===== config.mk =====
export PLATFORM = sky130hd
export DESIGN_NAME = omni_wheel_speed_mixer_unit
export DESIGN_NICKNAME = d
export VERILOG_FILES = /design/src/hw/rtl/owsm_pkg.sv /design/src/hw/rtl/omni_wheel_speed_mixer_unit.sv
export SDC_FILE = /design/constraint.sdc
export NUM_CORES = 2
export LEC_CHECK = 0
export ABC_AREA = 1
export BUFFER_PORTS_ARGS = -buffer_cell sky130_fd_sc_hd__buf_4
export CORE_ASPECT_RATIO = 0.8
export CORE_MARGIN = 2
export CORE_UTILIZATION = 61
export DETAILED_ROUTE_END_ITERATION = 8
export PLACE_DENSITY = 0.78
export SYNTH_ARGS = -nofsm -noshare
export SYNTH_HDL_FRONTEND = slang
export SYNTH_SLANG_ARGS = --single-unit
export TNS_END_PERCENT = 30

===== constraint.sdc =====
create_clock -name clk_i -period 17.6 [get_ports clk_i]
set_clock_uncertainty 0.1 [all_clocks]
set_input_delay 1.76 -clock clk_i [delete_from_list [all_inputs] [get_ports clk_i]]
set_output_delay 1.76 -clock clk_i [all_outputs]
set_load 0.005 [all_outputs]

===== src/hw/rtl/owsm_pkg.sv =====
// Package for the omni wheel speed mixer: operation codes, sequencer states,
// the CORDIC arctangent table and shared constants. No dependencies.
`timescale 1ns / 1ps
`default_nettype none
package owsm_pkg;

  localparam int unsigned Wheels = 4;
  localparam int unsigned TrigIterations = 16;
  localparam int unsigned TrigIterW = $clog2(TrigIterations + 1);
  localparam logic signed [39:0] CordicGain = 40'sd652032874;
  localparam logic signed [18:0] FullTurn = 19'sd36000;
  localparam logic signed [18:0] HalfTurn = 19'sd18000;
  localparam logic signed [18:0] QuarterTurn = 19'sd9000;
  localparam logic [15:0] ScaleReset = 16'd822;

  typedef enum logic [1:0] {
    OpLinear = 2'd0,
    OpRotAll = 2'd1,
    OpRotFront = 2'd2,
    OpEmit = 2'd3
  } op_e;

  typedef enum logic [0:0] {
    CfgHeadingOffset = 1'b0,
    CfgMotorScale = 1'b1
  } cfg_e;

  typedef enum logic [3:0] {
    StIdle,
    StSquare,
    StSqrt,
    StDivX,
    StDivY,
    StAngle,
    StReduce,
    StCordic,
    StMulCos,
    StMulSin,
    StAddLin,
    StRotAdd,
    StEmitMul,
    StEmitOut
  } state_e;

  function automatic logic [29:0] atan_lookup(input logic [4:0] idx);
    logic [29:0] r;
    begin
      unique case (idx)
        5'd0: r = 30'd294912000;
        5'd1: r = 30'd174096719;
        5'd2: r = 30'd91987925;
        5'd3: r = 30'd46694507;
        5'd4: r = 30'd23437865;
        5'd5: r = 30'd11730358;
        5'd6: r = 30'd5866610;
        5'd7: r = 30'd2933484;
        5'd8: r = 30'd1466765;
        5'd9: r = 30'd733385;
        5'd10: r = 30'd366693;
        5'd11: r = 30'd183347;
        5'd12: r = 30'd91674;
        5'd13: r = 30'd45837;
        5'd14: r = 30'd22918;
        5'd15: r = 30'd11459;
        5'd16: r = 30'd5730;
        5'd17: r = 30'd2865;
        5'd18: r = 30'd1432;
        5'd19: r = 30'd716;
        5'd20: r = 30'd358;
        5'd21: r = 30'd179;
        5'd22: r = 30'd90;
        5'd23: r = 30'd45;
        default: r = 30'd0;
      endcase
      return r;
    end
  endfunction

  function automatic logic signed [18:0] wheel_offset(input logic [1:0] k);
    logic signed [18:0] r;
    begin
      unique case (k)
        2'd0: r = -19'sd13500;
        2'd1: r = -19'sd4500;
        2'd2: r = 19'sd4500;
        default: r = 19'sd13500;
      endcase
      return r;
    end
  endfunction

endpackage
`default_nettype wire


===== src/hw/rtl/omni_wheel_speed_mixer_unit.sv =====
// Omni wheel speed mixer top level: sequencer, shared divider/sqrt unit,
// CORDIC and one shared multiplier. Depends on owsm_pkg.
`timescale 1ns / 1ps
`default_nettype none
//  Channel  | Direction | Handshake          | Payload
//  s_axis   | in        | tvalid/tready      | tdata: op, dir_x, dir_y, heading, speed
//  m_axis   | out       | tvalid/tready      | tdata: wheel0..wheel3 commands
//  cfg      | in        | cfg_we_i           | cfg_idx_i, cfg_data_i
//
// A linear move runs the sum of squares of x and y, a 16-step square root, two
// 32-step restoring divisions, and per wheel the angle, a 16-step CORDIC and
// two products through one multiplier. Reset clears the accumulators and loads
// the register defaults. Input is accepted only in the idle state and only while
// no result waits in the output register, so a stalled output stalls the input.
module omni_wheel_speed_mixer_unit (
  input  wire         clk_i,
  input  wire         rst_ni,
  input  wire         s_axis_tvalid,
  output logic        s_axis_tready,
  // tdata bits from 0: operation[1:0], dir_x[17:2], dir_y[33:18],
  // heading[50:34], speed[66:51], zero fill to 72 bits
  input  wire  [71:0] s_axis_tdata,
  output logic        m_axis_tvalid,
  input  wire         m_axis_tready,
  // tdata bits from 0: wheel0_cmd, wheel1_cmd, wheel2_cmd, wheel3_cmd
  output logic [127:0] m_axis_tdata,
  input  wire         cfg_we_i,
  input  wire         cfg_idx_i,
  input  wire  [15:0] cfg_data_i
);

  owsm_pkg::state_e state_q, state_d;

  logic signed [15:0] hoff_q;
  logic [15:0] scale_q;
  logic signed [31:0] acc_q [owsm_pkg::Wheels];

  logic [1:0] op_q;
  logic signed [15:0] x_q, y_q, sp_q;
  logic signed [16:0] hd_q;

  // Shared iteration counter and wheel index.
  logic [5:0] cnt_q, cnt_d;
  logic [1:0] wk_q, wk_d;

  // Square root / divider working registers.
  logic [31:0] rem_q, rem_d;   // sqrt remainder
  logic [31:0] sq_q, sq_d;     // sqrt input shifted out two bits per step
  logic [16:0] root_q, root_d;
  logic [31:0] dnum_q, dnum_d; // magnitude of dividend
  logic [32:0] drem_q, drem_d;
  logic [31:0] dq_q, dq_d;
  logic dneg_q, dneg_d;
  logic signed [31:0] vx_q, vx_d, vy_q, vy_d;

  // CORDIC.
  logic signed [39:0] cx_q, cx_d, cy_q, cy_d, cz_q, cz_d;
  logic neg_q, neg_d;
  logic signed [18:0] ang_q, ang_d;
  logic signed [15:0] sin_q, sin_d, cos_q, cos_d;

  // Shared multiplier result and product sum registers.
  logic signed [48:0] prod_q, prod_d, psum_q, psum_d;

  logic signed [31:0] mul_a;
  logic signed [16:0] mul_b;
  logic signed [48:0] mul_p;
  assign mul_p = 49'(mul_a) * 49'(mul_b);

  logic out_v_q;
  logic [127:0] out_q;
  logic [127:0] out_d;
  logic acc_we;
  logic signed [31:0] acc_wd;
  logic [1:0] acc_wi;
  logic acc_clr;

  function automatic logic signed [31:0] sat32(input logic signed [49:0] v);
    if (v > 50'sd2147483647) return 32'sh7fffffff;
    if (v < -50'sd2147483648) return 32'sh80000000;
    return v[31:0];
  endfunction

  function automatic logic signed [15:0] to_q15(input logic signed [39:0] v);
    logic signed [39:0] r;
    begin
      r = (v + 40'sd16384) >>> 15;
      if (r > 40'sd32767) return 16'sd32767;
      if (r < -40'sd32768) return -16'sd32768;
      return r[15:0];
    end
  endfunction

  // Square root step candidate and divider step.
  logic [33:0] sq_trial_rem;
  logic [33:0] sq_trial;
  logic [32:0] dv_sh;
  logic [32:0] dv_sub;
  assign sq_trial_rem = {rem_q, sq_q[31:30]};
  assign sq_trial = {15'd0, root_q, 2'b01};
  assign dv_sh = {drem_q[31:0], dnum_q[31]};
  assign dv_sub = dv_sh - {16'd0, root_q};

  logic signed [39:0] ysh, xsh;
  assign ysh = cy_q >>> cnt_q[4:0];
  assign xsh = cx_q >>> cnt_q[4:0];

  logic signed [18:0] ang_red;
  always_comb begin
    ang_red = ang_q;
    if (ang_red < 19'sd0) ang_red = ang_red + owsm_pkg::FullTurn;
    if (ang_red > owsm_pkg::HalfTurn) ang_red = ang_red - owsm_pkg::FullTurn;
  end

  assign s_axis_tready = (state_q == owsm_pkg::StIdle) && !out_v_q;
  assign m_axis_tvalid = out_v_q;
  assign m_axis_tdata = out_q;

  // Next state.
  always_comb begin
    state_d = state_q;
    unique case (state_q)
      owsm_pkg::StIdle: begin
        if (s_axis_tvalid && s_axis_tready) begin
          unique case (owsm_pkg::op_e'(s_axis_tdata[1:0]))
            owsm_pkg::OpLinear: state_d = owsm_pkg::StSquare;
            owsm_pkg::OpEmit: state_d = owsm_pkg::StEmitMul;
            default: state_d = owsm_pkg::StRotAdd;
          endcase
        end
      end
      owsm_pkg::StSquare: if (cnt_q == 6'd1) state_d = owsm_pkg::StSqrt;
      owsm_pkg::StSqrt: if (cnt_q == 6'd15) state_d = owsm_pkg::StDivX;
      owsm_pkg::StDivX: if (cnt_q == 6'd32) state_d = owsm_pkg::StDivY;
      owsm_pkg::StDivY: if (cnt_q == 6'd32) state_d = owsm_pkg::StAngle;
      owsm_pkg::StAngle: if (cnt_q == 6'd1) state_d = owsm_pkg::StReduce;
      owsm_pkg::StReduce: state_d = owsm_pkg::StCordic;
      owsm_pkg::StCordic:
        if (cnt_q == 6'(owsm_pkg::TrigIterations)) state_d = owsm_pkg::StMulCos;
      owsm_pkg::StMulCos: state_d = owsm_pkg::StMulSin;
      owsm_pkg::StMulSin: state_d = owsm_pkg::StAddLin;
      owsm_pkg::StAddLin:
        state_d = (wk_q == 2'd3) ? owsm_pkg::StIdle : owsm_pkg::StAngle;
      owsm_pkg::StRotAdd:
        if (wk_q == 2'd3 || (op_q == owsm_pkg::OpRotFront && wk_q == 2'd1))
          state_d = owsm_pkg::StIdle;
      owsm_pkg::StEmitMul: state_d = owsm_pkg::StEmitOut;
      owsm_pkg::StEmitOut:
        state_d = (wk_q == 2'd3) ? owsm_pkg::StIdle : owsm_pkg::StEmitMul;
      default: state_d = owsm_pkg::StIdle;
    endcase
  end

  // Datapath control.
  always_comb begin
    cnt_d = cnt_q + 6'd1;
    wk_d = wk_q;
    rem_d = rem_q; sq_d = sq_q; root_d = root_q;
    dnum_d = dnum_q; drem_d = drem_q; dq_d = dq_q; dneg_d = dneg_q;
    vx_d = vx_q; vy_d = vy_q;
    cx_d = cx_q; cy_d = cy_q; cz_d = cz_q; neg_d = neg_q; ang_d = ang_q;
    sin_d = sin_q; cos_d = cos_q;
    prod_d = prod_q; psum_d = psum_q;
    mul_a = 32'(x_q); mul_b = 17'(x_q);
    acc_we = 1'b0; acc_wd = '0; acc_wi = wk_q; acc_clr = 1'b0;
    out_d = out_q;
    unique case (state_q)
      owsm_pkg::StIdle: begin
        cnt_d = '0; wk_d = '0;
      end
      owsm_pkg::StSquare: begin
        // The multiplier forms x*x, then y*y, and their sum is kept.
        mul_a = (cnt_q == 6'd0) ? 32'(x_q) : 32'(y_q);
        mul_b = (cnt_q == 6'd0) ? 17'(x_q) : 17'(y_q);
        if (cnt_q == 6'd0) prod_d = mul_p;
        else begin
          sq_d = 32'(prod_q) + 32'(mul_p);
          rem_d = '0; root_d = '0; cnt_d = '0;
        end
      end
      owsm_pkg::StSqrt: begin
        // One result bit per cycle, two input bits consumed.
        sq_d = {sq_q[29:0], 2'b00};
        if (sq_trial_rem >= sq_trial) begin
          rem_d = 32'(sq_trial_rem - sq_trial);
          root_d = {root_q[15:0], 1'b1};
        end else begin
          rem_d = sq_trial_rem[31:0];
          root_d = {root_q[15:0], 1'b0};
        end
        if (cnt_q == 6'd15) begin
          // Load the divider with |x*speed|.
          mul_a = 32'(x_q); mul_b = 17'(sp_q);
          dnum_d = mul_p[48] ? 32'(-mul_p) : mul_p[31:0];
          dneg_d = mul_p[48];
          drem_d = '0; dq_d = '0; cnt_d = '0;
        end
      end
      owsm_pkg::StDivX, owsm_pkg::StDivY: begin
        if (cnt_q < 6'd32) begin
          dnum_d = {dnum_q[30:0], 1'b0};
          if (!dv_sub[32]) begin
            drem_d = dv_sub; dq_d = {dq_q[30:0], 1'b1};
          end else begin
            drem_d = dv_sh; dq_d = {dq_q[30:0], 1'b0};
          end
        end else begin
          cnt_d = '0;
          if (state_q == owsm_pkg::StDivX) begin
            vx_d = (root_q == '0) ? '0 : (dneg_q ? -dq_q : dq_q);
            mul_a = 32'(y_q); mul_b = 17'(sp_q);
            dnum_d = mul_p[48] ? 32'(-mul_p) : mul_p[31:0];
            dneg_d = mul_p[48];
            drem_d = '0; dq_d = '0;
          end else begin
            vy_d = (root_q == '0) ? '0 : (dneg_q ? -dq_q : dq_q);
          end
        end
      end
      owsm_pkg::StAngle: begin
        // Sum the angle, then reduce it modulo a full turn.
        if (cnt_q == 6'd0) begin
          ang_d = 19'(hd_q) + 19'(hoff_q) + owsm_pkg::wheel_offset(wk_q);
        end else begin
          if (ang_q >= owsm_pkg::FullTurn) ang_d = ang_q - owsm_pkg::FullTurn;
          else if (ang_q <= -owsm_pkg::FullTurn) ang_d = ang_q + owsm_pkg::FullTurn;
          if (ang_q >= owsm_pkg::FullTurn + owsm_pkg::FullTurn)
            ang_d = ang_q - owsm_pkg::FullTurn - owsm_pkg::FullTurn;
          else if (ang_q <= -owsm_pkg::FullTurn - owsm_pkg::FullTurn)
            ang_d = ang_q + owsm_pkg::FullTurn + owsm_pkg::FullTurn;
        end
      end
      owsm_pkg::StReduce: begin
        cnt_d = '0;
        neg_d = 1'b0;
        if (ang_red > owsm_pkg::QuarterTurn) begin
          cz_d = 40'(ang_red - owsm_pkg::HalfTurn) <<< 16; neg_d = 1'b1;
        end else if (ang_red < -owsm_pkg::QuarterTurn) begin
          cz_d = 40'(ang_red + owsm_pkg::HalfTurn) <<< 16; neg_d = 1'b1;
        end else begin
          cz_d = 40'(ang_red) <<< 16;
        end
        cx_d = owsm_pkg::CordicGain;
        cy_d = '0;
      end
      owsm_pkg::StCordic: begin
        if (cnt_q < 6'(owsm_pkg::TrigIterations)) begin
          if (!cz_q[39]) begin
            cx_d = cx_q - ysh; cy_d = cy_q + xsh;
            cz_d = cz_q - 40'(owsm_pkg::atan_lookup(cnt_q[4:0]));
          end else begin
            cx_d = cx_q + ysh; cy_d = cy_q - xsh;
            cz_d = cz_q + 40'(owsm_pkg::atan_lookup(cnt_q[4:0]));
          end
        end else begin
          cos_d = to_q15(neg_q ? -cx_q : cx_q);
          sin_d = to_q15(neg_q ? -cy_q : cy_q);
        end
      end
      owsm_pkg::StMulCos: begin
        mul_a = vx_q; mul_b = 17'(cos_q);
        prod_d = mul_p;
      end
      owsm_pkg::StMulSin: begin
        mul_a = vy_q; mul_b = 17'(sin_q);
        psum_d = prod_q + mul_p;
      end
      owsm_pkg::StAddLin: begin
        // Division by 32768 truncating toward zero.
        acc_we = 1'b1;
        acc_wd = sat32(50'(acc_q[wk_q]) + 50'(psum_q[48] ?
          -((-psum_q) >>> 15) : (psum_q >>> 15)));
        wk_d = wk_q + 2'd1;
        cnt_d = '0;
      end
      owsm_pkg::StRotAdd: begin
        acc_we = 1'b1;
        acc_wd = sat32(50'(acc_q[wk_q]) + 50'(sp_q));
        wk_d = wk_q + 2'd1;
      end
      owsm_pkg::StEmitMul: begin
        mul_a = acc_q[wk_q]; mul_b = {1'b0, scale_q};
        prod_d = mul_p;
      end
      owsm_pkg::StEmitOut: begin
        out_d[32*wk_q +: 32] = sat32(50'(prod_q[48] ?
          -((-prod_q) >>> 8) : (prod_q >>> 8)));
        acc_we = 1'b1; acc_wd = '0;
        wk_d = wk_q + 2'd1;
        acc_clr = (wk_q == 2'd3);
      end
      default: ;
    endcase
  end

  always_ff @(posedge clk_i or negedge rst_ni) begin
    if (!rst_ni) begin
      state_q <= owsm_pkg::StIdle;
      hoff_q <= '0;
      scale_q <= owsm_pkg::ScaleReset;
      out_v_q <= 1'b0;
      cnt_q <= '0;
      wk_q <= '0;
      for (int i = 0; i < owsm_pkg::Wheels; i++) acc_q[i] <= '0;
    end else begin
      state_q <= state_d;
      cnt_q <= cnt_d;
      wk_q <= wk_d;
      if (cfg_we_i) begin
        if (owsm_pkg::cfg_e'(cfg_idx_i) == owsm_pkg::CfgHeadingOffset) hoff_q <= cfg_data_i;
        else scale_q <= cfg_data_i;
      end
      if (acc_we) acc_q[acc_wi] <= acc_wd;
      if (acc_clr) out_v_q <= 1'b1;
      else if (m_axis_tready) out_v_q <= 1'b0;
    end
  end

  always_ff @(posedge clk_i) begin
    if (s_axis_tvalid && s_axis_tready) begin
      op_q <= s_axis_tdata[1:0];
      x_q <= s_axis_tdata[17:2];
      y_q <= s_axis_tdata[33:18];
      hd_q <= s_axis_tdata[50:34];
      sp_q <= s_axis_tdata[66:51];
    end
    rem_q <= rem_d; sq_q <= sq_d; root_q <= root_d;
    dnum_q <= dnum_d; drem_q <= drem_d; dq_q <= dq_d; dneg_q <= dneg_d;
    vx_q <= vx_d; vy_q <= vy_d;
    cx_q <= cx_d; cy_q <= cy_d; cz_q <= cz_d; neg_q <= neg_d; ang_q <= ang_d;
    sin_q <= sin_d; cos_q <= cos_d;
    prod_q <= prod_d; psum_q <= psum_d;
    out_q <= out_d;
  end

  a_no_accept_busy: assert property (@(posedge clk_i) disable iff (!rst_ni)
    (state_q != owsm_pkg::StIdle) |-> !s_axis_tready)
    else $error("input accepted while busy");
  a_emit_valid: assert property (@(posedge clk_i) disable iff (!rst_ni)
    (state_q == owsm_pkg::StEmitOut && wk_q == 2'd3) |=> m_axis_tvalid)
    else $error("emit lost its result");
  a_cnt_bound: assert property (@(posedge clk_i) disable iff (!rst_ni)
    (state_q == owsm_pkg::StCordic) |-> (cnt_q <= 6'(owsm_pkg::TrigIterations)))
    else $error("cordic counter overrun");

endmodule
`default_nettype wire

==> flow_metrics.tcl <==
set metrics [dict create \
    drt_first_pass_iters 9 \
    post_cts_resized 0 \
    synth_area_leaders "edfxtp_1 (23%), nand2_1 (12%), fa_1 (12%)" \
    finalSetupTns_ns 0 \
    worst_slack_ns 3.177 \
    dieHeight_um 351.9 \
    max_freq_mhz 69.33 \
    synth-edff-count 707 \
    dieArea_um2 154400 \
    synth.net_count 13660 \
    crit_path_max_incr_delay_ns 0.83 \
    cp_top_family "adder cells" \
    rows 127 \
    syn_inst 12560 \
    worstPathMaxFanout 78 \
    hold_buffers 0 \
    grt_pass1_wl_mm 480.8 \
    final.min_clock_period_ns 14.42 \
    grt_max_degree 104 \
    viasPerCell 6.048 \
    slew_headroom_pct 14.56 \
    worstSetupStartpointType "register" \
    drv_cap 0 \
    path_class "register to register" \
    h-tree-depth 3 \
    synth_area_per_cell_um2 7.347 \
    layout-drive-gt1-share_pct 7.116 \
    clk_pin_slew_ns 0.07 \
    syn_area_um2 92290 \
    grt_use_total_pct 39.92 \
    fin_crit_sh_pct 81.95 \
    wire_per_inst_um 21.37 \
    post_cts_buffers 0 \
    yosysUniqueCellTypes 84 \
    synth_seq_cells 880 \
    crit_required_ns 17.99 \
    vias 88990 \
    hold_path.class "register to register" \
    dp_hpwl_mm 247.7 \
    routabilityCongestion 1.062 \
    cp-endpoint "psum_q[44]$_DFFE_PN_" \
    synth_top_area_share_pct 23.00 \
    clock-sinks 880 \
    wirelength_mm 314.4 \
    numPortBuffers 218 \
    place_ws_ns 3.680 \
    die_w_um 438.9 \
    initial_core_util_pct 61.53 \
    crit_slowest_cell "nor2_1" \
    r2r_slack_ns 3.18 \
    yosys.area.top_type "edfxtp_1" \
    ant_nets 0 \
    grt_setup_unrepaired "false" \
    ios 224 \
    yosysSeqAreaShare_pct 27.70 \
    status "complete, but fails checks" \
    syn_to_final_growth_pct 7.282 \
    core_area_um2 150000 \
    grt_overflow 0 \
    clockBufferDepth 3 \
    drc 42 \
    reg2regPathDepth 45 \
    cts_tree "yes" \
    tightest_slew_ns 1.274 \
    drt-initial-drc-count 12040 \
    clock-root-buffer "clkbuf_16" \
    antenna_found_initial 15 \
    synth_warnings 0 \
    grt_pass1_vias 83150 \
    synthFlopType "edfxtp_1" \
    violations "DRC" \
    cp.arrival_ns 14.81 \
    crit_path_start "cnt_q[0]$_DFF_PN0_" \
    nets 13720 \
    cts_buffers 96 \
    worstReg2RegStart "cnt_q[0]$_DFF_PN0_" \
    critPathMostFrequentCell "inv_1" \
    cp_num_buf_inv 12 \
    drv_slew 0 \
    synth_async_sr_flop_share_pct 19.66 \
    clkLatencyLatePin_ns 0.76 \
    hold_viol_final 0 \
    finalSetupViolCount 0 \
    reg2reg_to "psum_q[44]$_DFFE_PN_" \
    cp.depth 45 \
    cp-end-kind "register" \
]
## cell usage after synthesis (55+ instances only)
cell	count
nand2_1	3038
inv_1	1753
nor2_1	1580
a21oi_1	793
o21ai_0	793
edfxtp_1	707
fa_1	543
ha_1	461
nand3_1	449
xor2_1	339
clkbuf_1	219
nand4_1	188
dfrtp_1	167
xnor2_1	153
nor3_1	130
nand2_2	102
a31oi_1	80
nor2_2	63
buf_2	62
o21a_1	55
## per-stage QoR
| stage | instances | utilization, % | hold WS [ns] | area, um^2 |
|---|---|---|---|---|
| finish | 14710 | 66.01 | 0.3789 | 99010 |
| global route | 14710 | 66.00 | 0.3895 | 99010 |
| CTS | 14700 | 65.99 | 0.3770 | 98980 |
| detailed placement | 14530 | 63.75 | 0.3602 | 95630 |
| global placement | 14530 | 63.75 | 0.3557 | 95630 |
| floorplan | 12560 | - | 0.3436 | 92290 |
## area by class of cell
| type | count | area [um^2] |
|---|---|---|
| inverter | 1805 | 6780 |
| clock buffer | 121 | 2613 |
| sequential | 880 | 25580 |
| antenna | 11 | 27.53 |
| multi-input combinational | 9480 | 58060 |
| fill | 12960 | 50990 |
| timing repair buffer | 361 | 2714 |
| tap | 1999 | 2501 |
| clock inverter | 57 | 739.5 |
## worst min path at each step
stage	start	endpoint	slack, ns	depth (start not counted)
after floorplan	acc_q[53]$_DFFE_PN0P_	acc_q[53]$_DFFE_PN0P_	0.34	2
after CTS	acc_q[56]$_DFFE_PN0P_	acc_q[56]$_DFFE_PN0P_	0.38	2
after global routing	acc_q[37]$_DFFE_PN0P_	acc_q[37]$_DFFE_PN0P_	0.39	2
after global placement	acc_q[74]$_DFFE_PN0P_	acc_q[74]$_DFFE_PN0P_	0.36	2
final	acc_q[76]$_DFFE_PN0P_	acc_q[76]$_DFFE_PN0P_	0.38	2
after detailed placement	acc_q[66]$_DFFE_PN0P_	acc_q[66]$_DFFE_PN0P_	0.36	2
## registers in the layout, indices dropped and copies added, names as in the netlist, 17 cells and up
register / cells
acc_q: 128
ang_q: 19
cx_q: 40
cy_q: 40
cz_q: 40
dnum_q: 32
dq_q: 32
drem_q: 32
hd_q: 17
m_axis_tdata: 128
prod_q: 49
psum_q: 49
rem_q: 32
root_q: 17
sq_q: 32
vx_q: 32
vy_q: 32
## metal layers
layer | GRT usage, % | share of wire [%] | vias to the layer above
met5 | 0 | 0.017 | -
met4 | 14.74 | 4.4 | 6
met3 | 9.970 | 13 | 687
met2 | 56.32 | 40 | 5453
met1 | 58.92 | 42 | 41860
li1 | - | - | 40990
## cell usage in the layout (no fill, tap or decap), types with 101 or more instances in the layout
cell / Yosys / final
fa_1: 543 / 543
ha_1: 461 / 461
edfxtp_1: 707 / 707
nand2_2: 102 / 104
inv_1: 1753 / 1749
clkbuf_16: 0 / 101
buf_4: 24 / 360
nor2_1: 1580 / 1570
xor2_1: 339 / 339
nand2_1: 3038 / 3034
xnor2_1: 153 / 153
o21ai_0: 793 / 784
a21oi_1: 793 / 792
nand4_1: 188 / 188
nor3_1: 130 / 130
nand3_1: 449 / 449
dfrtp_1: 167 / 162
## kinds of logic after synthesis
logic type | count (synthesis) | synth area share, %
AO/OA/AOI/OAI | 2150 | 13.11
flip-flops | 880 | 27.70
multiplexers | 45 | 0.4881
buffers and inverters | 2202 | 9.554
XOR/XNOR | 495 | 4.722
AND/OR/NAND/NOR | 5786 | 26.39
adder cells (fa/ha/maj) | 1004 | 18.03
## worst reg2reg max path, delay by kind of cell, from the launching register on
| kind | cells | cell delay (ns) |
|---|---|---|
| adders and majority gates | 9 | 4.09 |
| AOI/OAI and AO/OA | 11 | 2.90 |
| and+or+nand+nor | 11 | 2.97 |
| xor gates and xnor gates | 2 | 0.44 |
| DFF | 1 | 0.74 |
| buffers and inverters | 12 | 2.93 |
Power is left out: the tool's default activity adds up to more than one toggle a clock period on the data nets, which glitch-free logic cannot reach.
